`config.mk`:
```
export PLATFORM = sky130hd
export DESIGN_NAME = nmea_sentence_framer_core
export DESIGN_NICKNAME = d
export VERILOG_FILES = /design/src/rtl/nsf_pkg.sv /design/src/rtl/nsf_tracker.sv /design/src/rtl/nsf_out_stage.sv /design/src/rtl/nmea_sentence_framer_core.sv
export SDC_FILE = /design/constraint.sdc
export NUM_CORES = 1
export LEC_CHECK = 0
export ABC_AREA = 1
export CAP_MARGIN = 20
export CORE_MARGIN = 10
export CORE_UTILIZATION = 55
export CTS_CLUSTER_DIAMETER = 200
export DETAILED_ROUTE_END_ITERATION = 8
export DONT_BUFFER_PORTS = 1
export PLACE_DENSITY = 0.8
export SLEW_MARGIN = 15
export SYNTH_ARGS = -nofsm -noshare
export SYNTH_HDL_FRONTEND = slang
export SYNTH_HIERARCHICAL = 1
export SYNTH_SLANG_ARGS = --single-unit
```
`constraint.sdc`:
```
create_clock -name clk -period 3.6 [get_ports clk]
set_clock_uncertainty 0.2 [all_clocks]
set_input_delay 0.54 -clock clk [delete_from_list [all_inputs] [get_ports clk]]
set_output_delay 0.54 -clock clk [all_outputs]
set_load 0.05 [all_outputs]
```
`src/rtl/nsf_pkg.sv`:
```
package nsf_pkg;

  typedef enum logic [1:0] {
    PH_HUNT    = 2'd0,
    PH_PAYLOAD = 2'd1,
    PH_CK0     = 2'd2,
    PH_CK1     = 2'd3
  } phase_t;

  typedef enum logic [1:0] {
    ST_OK       = 2'd0,
    ST_MISMATCH = 2'd1,
    ST_BAD_HEX  = 2'd2,
    ST_TOO_LONG = 2'd3
  } status_t;

  typedef enum logic [2:0] {
    TY_GSA     = 3'd0,
    TY_GGA     = 3'd1,
    TY_RMC     = 3'd2,
    TY_ZDA     = 3'd3,
    TY_UNKNOWN = 3'd4
  } sentence_type_t;

  localparam logic [7:0] CHAR_START = 8'h24;
  localparam logic [7:0] CHAR_STAR  = 8'h2A;
  localparam int unsigned HEADER_LEN = 5;

  // Header strings with the first character in the lowest byte.
  localparam logic [HEADER_LEN-1:0][7:0] NAME_GSA = "ASGPG";
  localparam logic [HEADER_LEN-1:0][7:0] NAME_GGA = "AGGPG";
  localparam logic [HEADER_LEN-1:0][7:0] NAME_RMC = "CMRPG";
  localparam logic [HEADER_LEN-1:0][7:0] NAME_ZDA = "ADZPG";

  typedef struct packed {
    logic       bad;
    logic [3:0] value;
  } hex_digit_t;

  typedef struct packed {
    logic [7:0]     computed_checksum;
    logic [7:0]     received_checksum;
    logic [7:0]     payload_length;
    sentence_type_t sentence_type;
    status_t        status;
  } nsf_result_t;

  localparam int unsigned RESULT_BITS = $bits(nsf_result_t);
  localparam int unsigned TDATA_BITS  = ((RESULT_BITS + 7) / 8) * 8;

  function automatic hex_digit_t hex_decode(input logic [7:0] c);
    hex_digit_t d;
    logic [7:0] diff;
    d.bad = 1'b0;
    d.value = 4'd0;
    diff = 8'd0;
    if (c >= 8'h30 && c <= 8'h39) begin
      diff = c - 8'h30;
      d.value = diff[3:0];
    end else if (c >= 8'h41 && c <= 8'h46) begin
      diff = c - 8'h37;
      d.value = diff[3:0];
    end else if (c >= 8'h61 && c <= 8'h66) begin
      diff = c - 8'h57;
      d.value = diff[3:0];
    end else begin
      d.bad = 1'b1;
    end
    return d;
  endfunction

endpackage

```
`src/rtl/nsf_tracker.sv`:
```
module nsf_tracker import nsf_pkg::*; #(
  parameter int MAX_LEN = 128
) (
  input  logic        clk,
  input  logic        rst,
  input  logic        in_valid,
  input  logic [7:0]  in_byte,
  output logic        last_digit,
  output logic        res_valid,
  output nsf_result_t res
);

  localparam logic [7:0] MaxLen = 8'(MAX_LEN);

  phase_t                      phase, phase_next;
  logic [7:0]                  running_xor, running_xor_next;
  logic [7:0]                  byte_count, byte_count_next;
  logic [HEADER_LEN-1:0][7:0]  header_chars, header_chars_next;
  logic [3:0]                  high_nibble, high_nibble_next;
  logic                        hex_error, hex_error_next;
  logic                        overflow_flag, overflow_flag_next;
  hex_digit_t                  digit;
  logic [7:0]                  rx_sum;
  sentence_type_t              kind;

  always_ff @(posedge clk) begin
    if (rst) begin
      phase         <= PH_HUNT;
      running_xor   <= 8'd0;
      byte_count    <= 8'd0;
      header_chars  <= '0;
      high_nibble   <= 4'd0;
      hex_error     <= 1'b0;
      overflow_flag <= 1'b0;
    end else begin
      phase         <= phase_next;
      running_xor   <= running_xor_next;
      byte_count    <= byte_count_next;
      header_chars  <= header_chars_next;
      high_nibble   <= high_nibble_next;
      hex_error     <= hex_error_next;
      overflow_flag <= overflow_flag_next;
    end
  end

  always_comb begin
    digit  = hex_decode(in_byte);
    rx_sum = {high_nibble, digit.value};
  end

  always_comb begin
    if (byte_count < 8'(HEADER_LEN)) begin
      kind = TY_UNKNOWN;
    end else if (header_chars == NAME_GSA) begin
      kind = TY_GSA;
    end else if (header_chars == NAME_GGA) begin
      kind = TY_GGA;
    end else if (header_chars == NAME_RMC) begin
      kind = TY_RMC;
    end else if (header_chars == NAME_ZDA) begin
      kind = TY_ZDA;
    end else begin
      kind = TY_UNKNOWN;
    end
  end

  always_comb begin
    phase_next         = phase;
    running_xor_next   = running_xor;
    byte_count_next    = byte_count;
    header_chars_next  = header_chars;
    high_nibble_next   = high_nibble;
    hex_error_next     = hex_error;
    overflow_flag_next = overflow_flag;
    res_valid          = 1'b0;

    res.computed_checksum = running_xor;
    res.received_checksum = rx_sum;
    res.payload_length    = byte_count;
    res.sentence_type     = kind;
    if (overflow_flag) begin
      res.status = ST_TOO_LONG;
    end else if (hex_error || digit.bad) begin
      res.status = ST_BAD_HEX;
    end else if (rx_sum != running_xor) begin
      res.status = ST_MISMATCH;
    end else begin
      res.status = ST_OK;
    end

    if (in_valid) begin
      unique case (phase)
        PH_HUNT: begin
          if (in_byte == CHAR_START) begin
            running_xor_next   = 8'd0;
            byte_count_next    = 8'd0;
            header_chars_next  = '0;
            high_nibble_next   = 4'd0;
            hex_error_next     = 1'b0;
            overflow_flag_next = 1'b0;
            phase_next         = PH_PAYLOAD;
          end
        end
        PH_PAYLOAD: begin
          if (in_byte == CHAR_STAR) begin
            phase_next = PH_CK0;
          end else begin
            running_xor_next = running_xor ^ in_byte;
            if (byte_count < 8'(HEADER_LEN)) begin
              header_chars_next[byte_count[2:0]] = in_byte;
            end
            if (byte_count < MaxLen) begin
              byte_count_next = byte_count + 8'd1;
            end else begin
              overflow_flag_next = 1'b1;
            end
          end
        end
        PH_CK0: begin
          high_nibble_next = digit.value;
          if (digit.bad) begin
            hex_error_next = 1'b1;
          end
          phase_next = PH_CK1;
        end
        PH_CK1: begin
          res_valid  = 1'b1;
          phase_next = PH_HUNT;
        end
        default: begin
          phase_next = PH_HUNT;
        end
      endcase
    end
  end

  assign last_digit = (phase == PH_CK1);

  assert property (@(posedge clk) disable iff (rst) byte_count <= MaxLen)
    else $error("Payload count has run past the length limit.");

  assert property (@(posedge clk) disable iff (rst) overflow_flag |-> byte_count == MaxLen)
    else $error("Overflow is flagged below the length limit.");

  assert property (@(posedge clk) disable iff (rst)
    (in_valid && phase == PH_HUNT && in_byte == CHAR_START)
      |=> (phase == PH_PAYLOAD && byte_count == 8'd0 && !overflow_flag && !hex_error))
    else $error("A start character has not opened a clean sentence.");

endmodule

```
`src/rtl/nsf_out_stage.sv`:
```
module nsf_out_stage import nsf_pkg::*; (
  input  logic                  clk,
  input  logic                  rst,
  input  logic                  load,
  input  nsf_result_t           res,
  output logic                  m_tvalid,
  input  logic                  m_tready,
  output logic [TDATA_BITS-1:0] m_tdata
);

  logic        m_tvalid_next;
  nsf_result_t held;

  assign m_tvalid_next = load || (m_tvalid && !m_tready);

  always_ff @(posedge clk) begin
    if (rst) begin
      m_tvalid <= 1'b0;
    end else begin
      m_tvalid <= m_tvalid_next;
    end
  end

  always_ff @(posedge clk) begin
    if (load) begin
      held <= res;
    end
  end

  assign m_tdata = TDATA_BITS'(held);

  assert property (@(posedge clk) disable iff (rst) load |-> (!m_tvalid || m_tready))
    else $error("A new result has overwritten one still waiting.");

endmodule

```
`src/rtl/nmea_sentence_framer_core.sv`:
```
// Channel  Direction  tdata fields, lowest bit first               Transaction
// s_axis   in         rx_byte[7:0]                                 one received byte
// m_axis   out        status[1:0], sentence_type[4:2],             one checked sentence
//                     payload_length[12:5], received_checksum[20:13],
//                     computed_checksum[28:21], zero fill[31:29]
//
// A byte is taken whenever s_tvalid and s_tready are both high; a sentence
// result is registered in the cycle after its second checksum byte is accepted.
// Reset returns the framer to hunting for a start character with no result held.
// Input is stalled only when a sentence's final byte arrives while the previous
// result is still waiting and the output is not ready.
module nmea_sentence_framer_core import nsf_pkg::*; #(
  parameter int MAX_LEN = 128
) (
  input  logic                  clk,
  input  logic                  rst,
  input  logic                  s_tvalid,
  output logic                  s_tready,
  input  logic [7:0]            s_tdata,   // rx_byte[7:0]
  output logic                  m_tvalid,
  input  logic                  m_tready,
  output logic [TDATA_BITS-1:0] m_tdata    // status, sentence_type, payload_length,
                                           // received_checksum, computed_checksum
);

  logic        accept;
  logic        last_digit;
  logic        res_valid;
  nsf_result_t res;

  assign s_tready = !last_digit || !m_tvalid || m_tready;
  assign accept   = s_tvalid && s_tready;

  nsf_tracker #(
    .MAX_LEN(MAX_LEN)
  ) u_tracker (
    .clk       (clk),
    .rst       (rst),
    .in_valid  (accept),
    .in_byte   (s_tdata),
    .last_digit(last_digit),
    .res_valid (res_valid),
    .res       (res)
  );

  nsf_out_stage u_out (
    .clk     (clk),
    .rst     (rst),
    .load    (res_valid),
    .res     (res),
    .m_tvalid(m_tvalid),
    .m_tready(m_tready),
    .m_tdata (m_tdata)
  );

endmodule
```
==> impl_metrics.py <==
metrics = {
    "clock_network": {
        "postCtsSetupBuffers": 0,
        "cts_tree": "done",
        "cts_max_path_buffers": 2,
        "cts.sinks": 94,
        "clk_pin_slew_worst_paths_ns": 0.10,
        "numCtsBuffers": 9,
        "cts_resized": 0,
        "htree_levels": 3,
        "hold_buffers": 0,
        "root_buffer": "clkbuf_8",
        "clock_latency_ns": 0.37,
    },
    "drt": {
        "vias_per_cell": 5.86,
        "ant_nets": 0,
        "wirelength_um": 10100,
        "dr.pass1.iters": 5,
        "wl_per_cell_um": 15.9,
        "drt_iter0_drc": 349,
        "via_count": 3742,
        "drc_errors": 0,
    },
    "setup_path": {
        "critical_path_depth": 9,
        "reg2reg_depth": 9,
        "path_max_fanout": 23,
        "end_kind": "register",
        "slowest_delay_ns": 0.56,
        "crit_family": "buffers and inverters",
        "cpMaxStageDelayCell": "ha_1",
        "cp.arrival_ns": 2.89,
        "cpMostUsedCell": "o21ai_1",
        "cp_cell_sequence": "inv_1, ha_1, o21ai_1, inv_2, nand3_1, o21ai_1, buf_4, o21bai_1, nor2_1",
        "path_buf_inv": 3,
        "worstSetupPathType": "register to register",
        "worstPathRequired_ns": 3.67,
        "startpoint_type": "register",
    },
    "timing": {
        "period_share_pct": 78.4,
        "period_needed_ns": 2.82,
        "fin_tns_setup_ns": 0,
        "rsz0062_at_grt": "no",
        "slew_headroom_pct": 59.7,
        "max_freq_mhz": 354,
        "finalHoldViolations": 0,
        "final_max_slew_viol_count": 0,
        "worstMarginPinSlew_ns": 0.604,
        "finalSetupViolations": 0,
        "fin_ws_ns": 0.777,
    },
    "placement": {
        "dp_slack_ns": 0.832,
        "place_congestion": 0.935,
        "dp.cells": 623,
        "portBuffers": 0,
        "dp_hpwl_um": 7280,
    },
    "synthesis": {
        "netlist.area_leader.share_pct": 29.5,
        "ys_async_sr_fraction_pct": 0,
        "synth_ff_type": "dfxtp_1",
        "ys_top_cells_by_count": "105 x nand2_1, 65 x dfxtp_1, 64 x a21oi_1, 53 x inv_1, 51 x nand4_1",
        "synth_cell_types": 34,
        "synth.most_common_cell": "nand2_1",
        "synth_cells": 537,
        "syn_avg_cell_area_um2": 8.22,
        "synth_top_cell_by_area": "dfxtp_1",
        "yosysSeqAreaShare_pct": 49.2,
        "syn_area_um2": 4420,
        "ys_warn_count": 6,
        "ys_ff_latch": 94,
        "synth_edf_count": 29,
        "synth_area_leaders": "dfxtp_1 29%, edfxtp_1 20%, nand2_1 8.9%",
    },
    "finish": {
        "num_antenna_cells": 0,
        "fin_nets": 555,
        "finalNonFillerCells": 639,
        "areaGrowthSynthToFinish_pct": 4.90,
        "drive_gt1_share_pct": 7.26,
    },
    "global_routing": {
        "grt_max_degree": 51,
        "antenna_found_initial": 0,
        "grt_pass1_wl_um": 16700,
        "grt_pass1_vias": 3435,
        "grt_usage_pct": 17.2,
        "grt.overflow.total": 0,
    },
    "run_status": {
        "outcome": "complete, no violations",
    },
    "floorplan": {
        "start_util_pct": 56.8,
        "die-area_um2": 12000,
        "die_y_um": 110,
        "boundaryPins": 46,
        "std_cell_rows": 32,
        "fp.dieW_um": 110,
        "core_area_um2": 7770,
    },
    "worst_hold_path": {
        "hp-class": "input pin to register",
        "min_path_cells": 1,
    },
    "power": {
        "power.density_nw_per_um2": 429,
        "ir_worst_vdd_mv": 0.183,
        "p_leak_nw": 1.67,
    },
    "run": {
        "drv_cap": 0,
    },
}
## power breakdown
part,internal (mW),total [mW],switching [mW],leakage (nW)
clock,0.262,0.651,0.388,0.0944
sequential,1.10,1.12,0.0170,0.799
combinational,0.0567,0.220,0.164,0.781
total,1.42,1.99,0.569,1.67
## cells by family (layout without fill, tap and decap cells)
logic type | count (synthesis) | count (layout) | share of synthesized area (%)
buffers and inverters | 79 | 77 | 7.82
adder cells (fa/ha/maj) | 11 | 11 | 3.12
other | 1 | 3 | 0.0849
XOR/XNOR | 4 | 4 | 0.794
flip-flops | 94 | 94 | 49.2
AO/OA/AOI/OAI | 81 | 81 | 9.83
AND/OR/NAND/NOR | 267 | 267 | 29.2
## per-stage QoR
step	area [um2]	power, mW	utilization, %	hold WS (ns)
after floorplan	4420	1.33	-	0.203
after global placement	4450	1.35	57.3	0.239
after detailed placement	4450	1.35	57.3	0.246
after CTS	4630	2.00	59.6	0.0198
after global routing	4630	2.07	59.6	0.0137
final	4630	1.99	59.6	0.0267
## area by class of cell
class                           count  area, um2
Inverter                           56        210
Clock buffer                        9        124
Tap cell                          102        128
Multi-Input combinational cell    366       1910
Timing Repair Buffer                5       37.5
Clock inverter                      7       55.1
Sequential cell                    94       2170
Fill cell                         696       3140
## state kept, by name, indices dropped and copies added (netlist names)
register                 flops
u_tracker/header_chars      40
u_tracker/running_xor        8
u_out/m_tdata               29
u_tracker/hex_error          1
u_tracker/high_nibble        4
u_out/m_tvalid               1
u_tracker/overflow_flag      1
u_tracker/phase              2
u_tracker/byte_count         8
## metal layers
| metal | vias up | part of all wire [%] | global-route usage [%] |
|---|---|---|---|
| met4 | 0 | 1.4 | 6.97 |
| met1 | 1734 | 45 | 22.4 |
| met3 | 16 | 6.5 | 3.34 |
| met5 | - | 0 | 0 |
| li1 | 1826 | - | - |
| met2 | 166 | 47 | 27.6 |
## final timing paths
kind / end / from / slack [ns]
worst max-delay path: u_tracker/byte_count[4] / u_tracker/phase[1] / 0.78
worst min-delay path: u_out/m_tvalid / rst / 0.03
worst min register to register: u_tracker/header_chars[2] / u_tracker/header_chars[2] / 0.26
worst max register to register: u_tracker/byte_count[4] / u_tracker/phase[1] / 0.78
## cells in the final DEF, fill, tap and decap left out, types with 2 or more instances in the layout
cell type	Yosys	final
edfxtp_1	29	29
inv_6	0	4
dfxtp_1	65	65
inv_1	53	53
o211ai_1	2	2
nand3b_1	4	4
nand2_1	105	105
or2_2	5	5
inv_2	3	3
nor2_1	37	37
and3_1	3	3
buf_4	3	5
xor2_1	2	2
nor3_2	5	5
nor3_1	19	19
nor3b_1	5	5
nand4_1	51	51
xnor2_1	2	2
conb_1	1	3
clkbuf_8	0	9
nor4_1	3	3
o21ai_1	3	3
nand3_1	27	27
ha_1	11	11
a21oi_1	64	64
o21ai_0	7	7
nor2_2	2	2
Note: power is estimated with default switching activity, not from simulation.
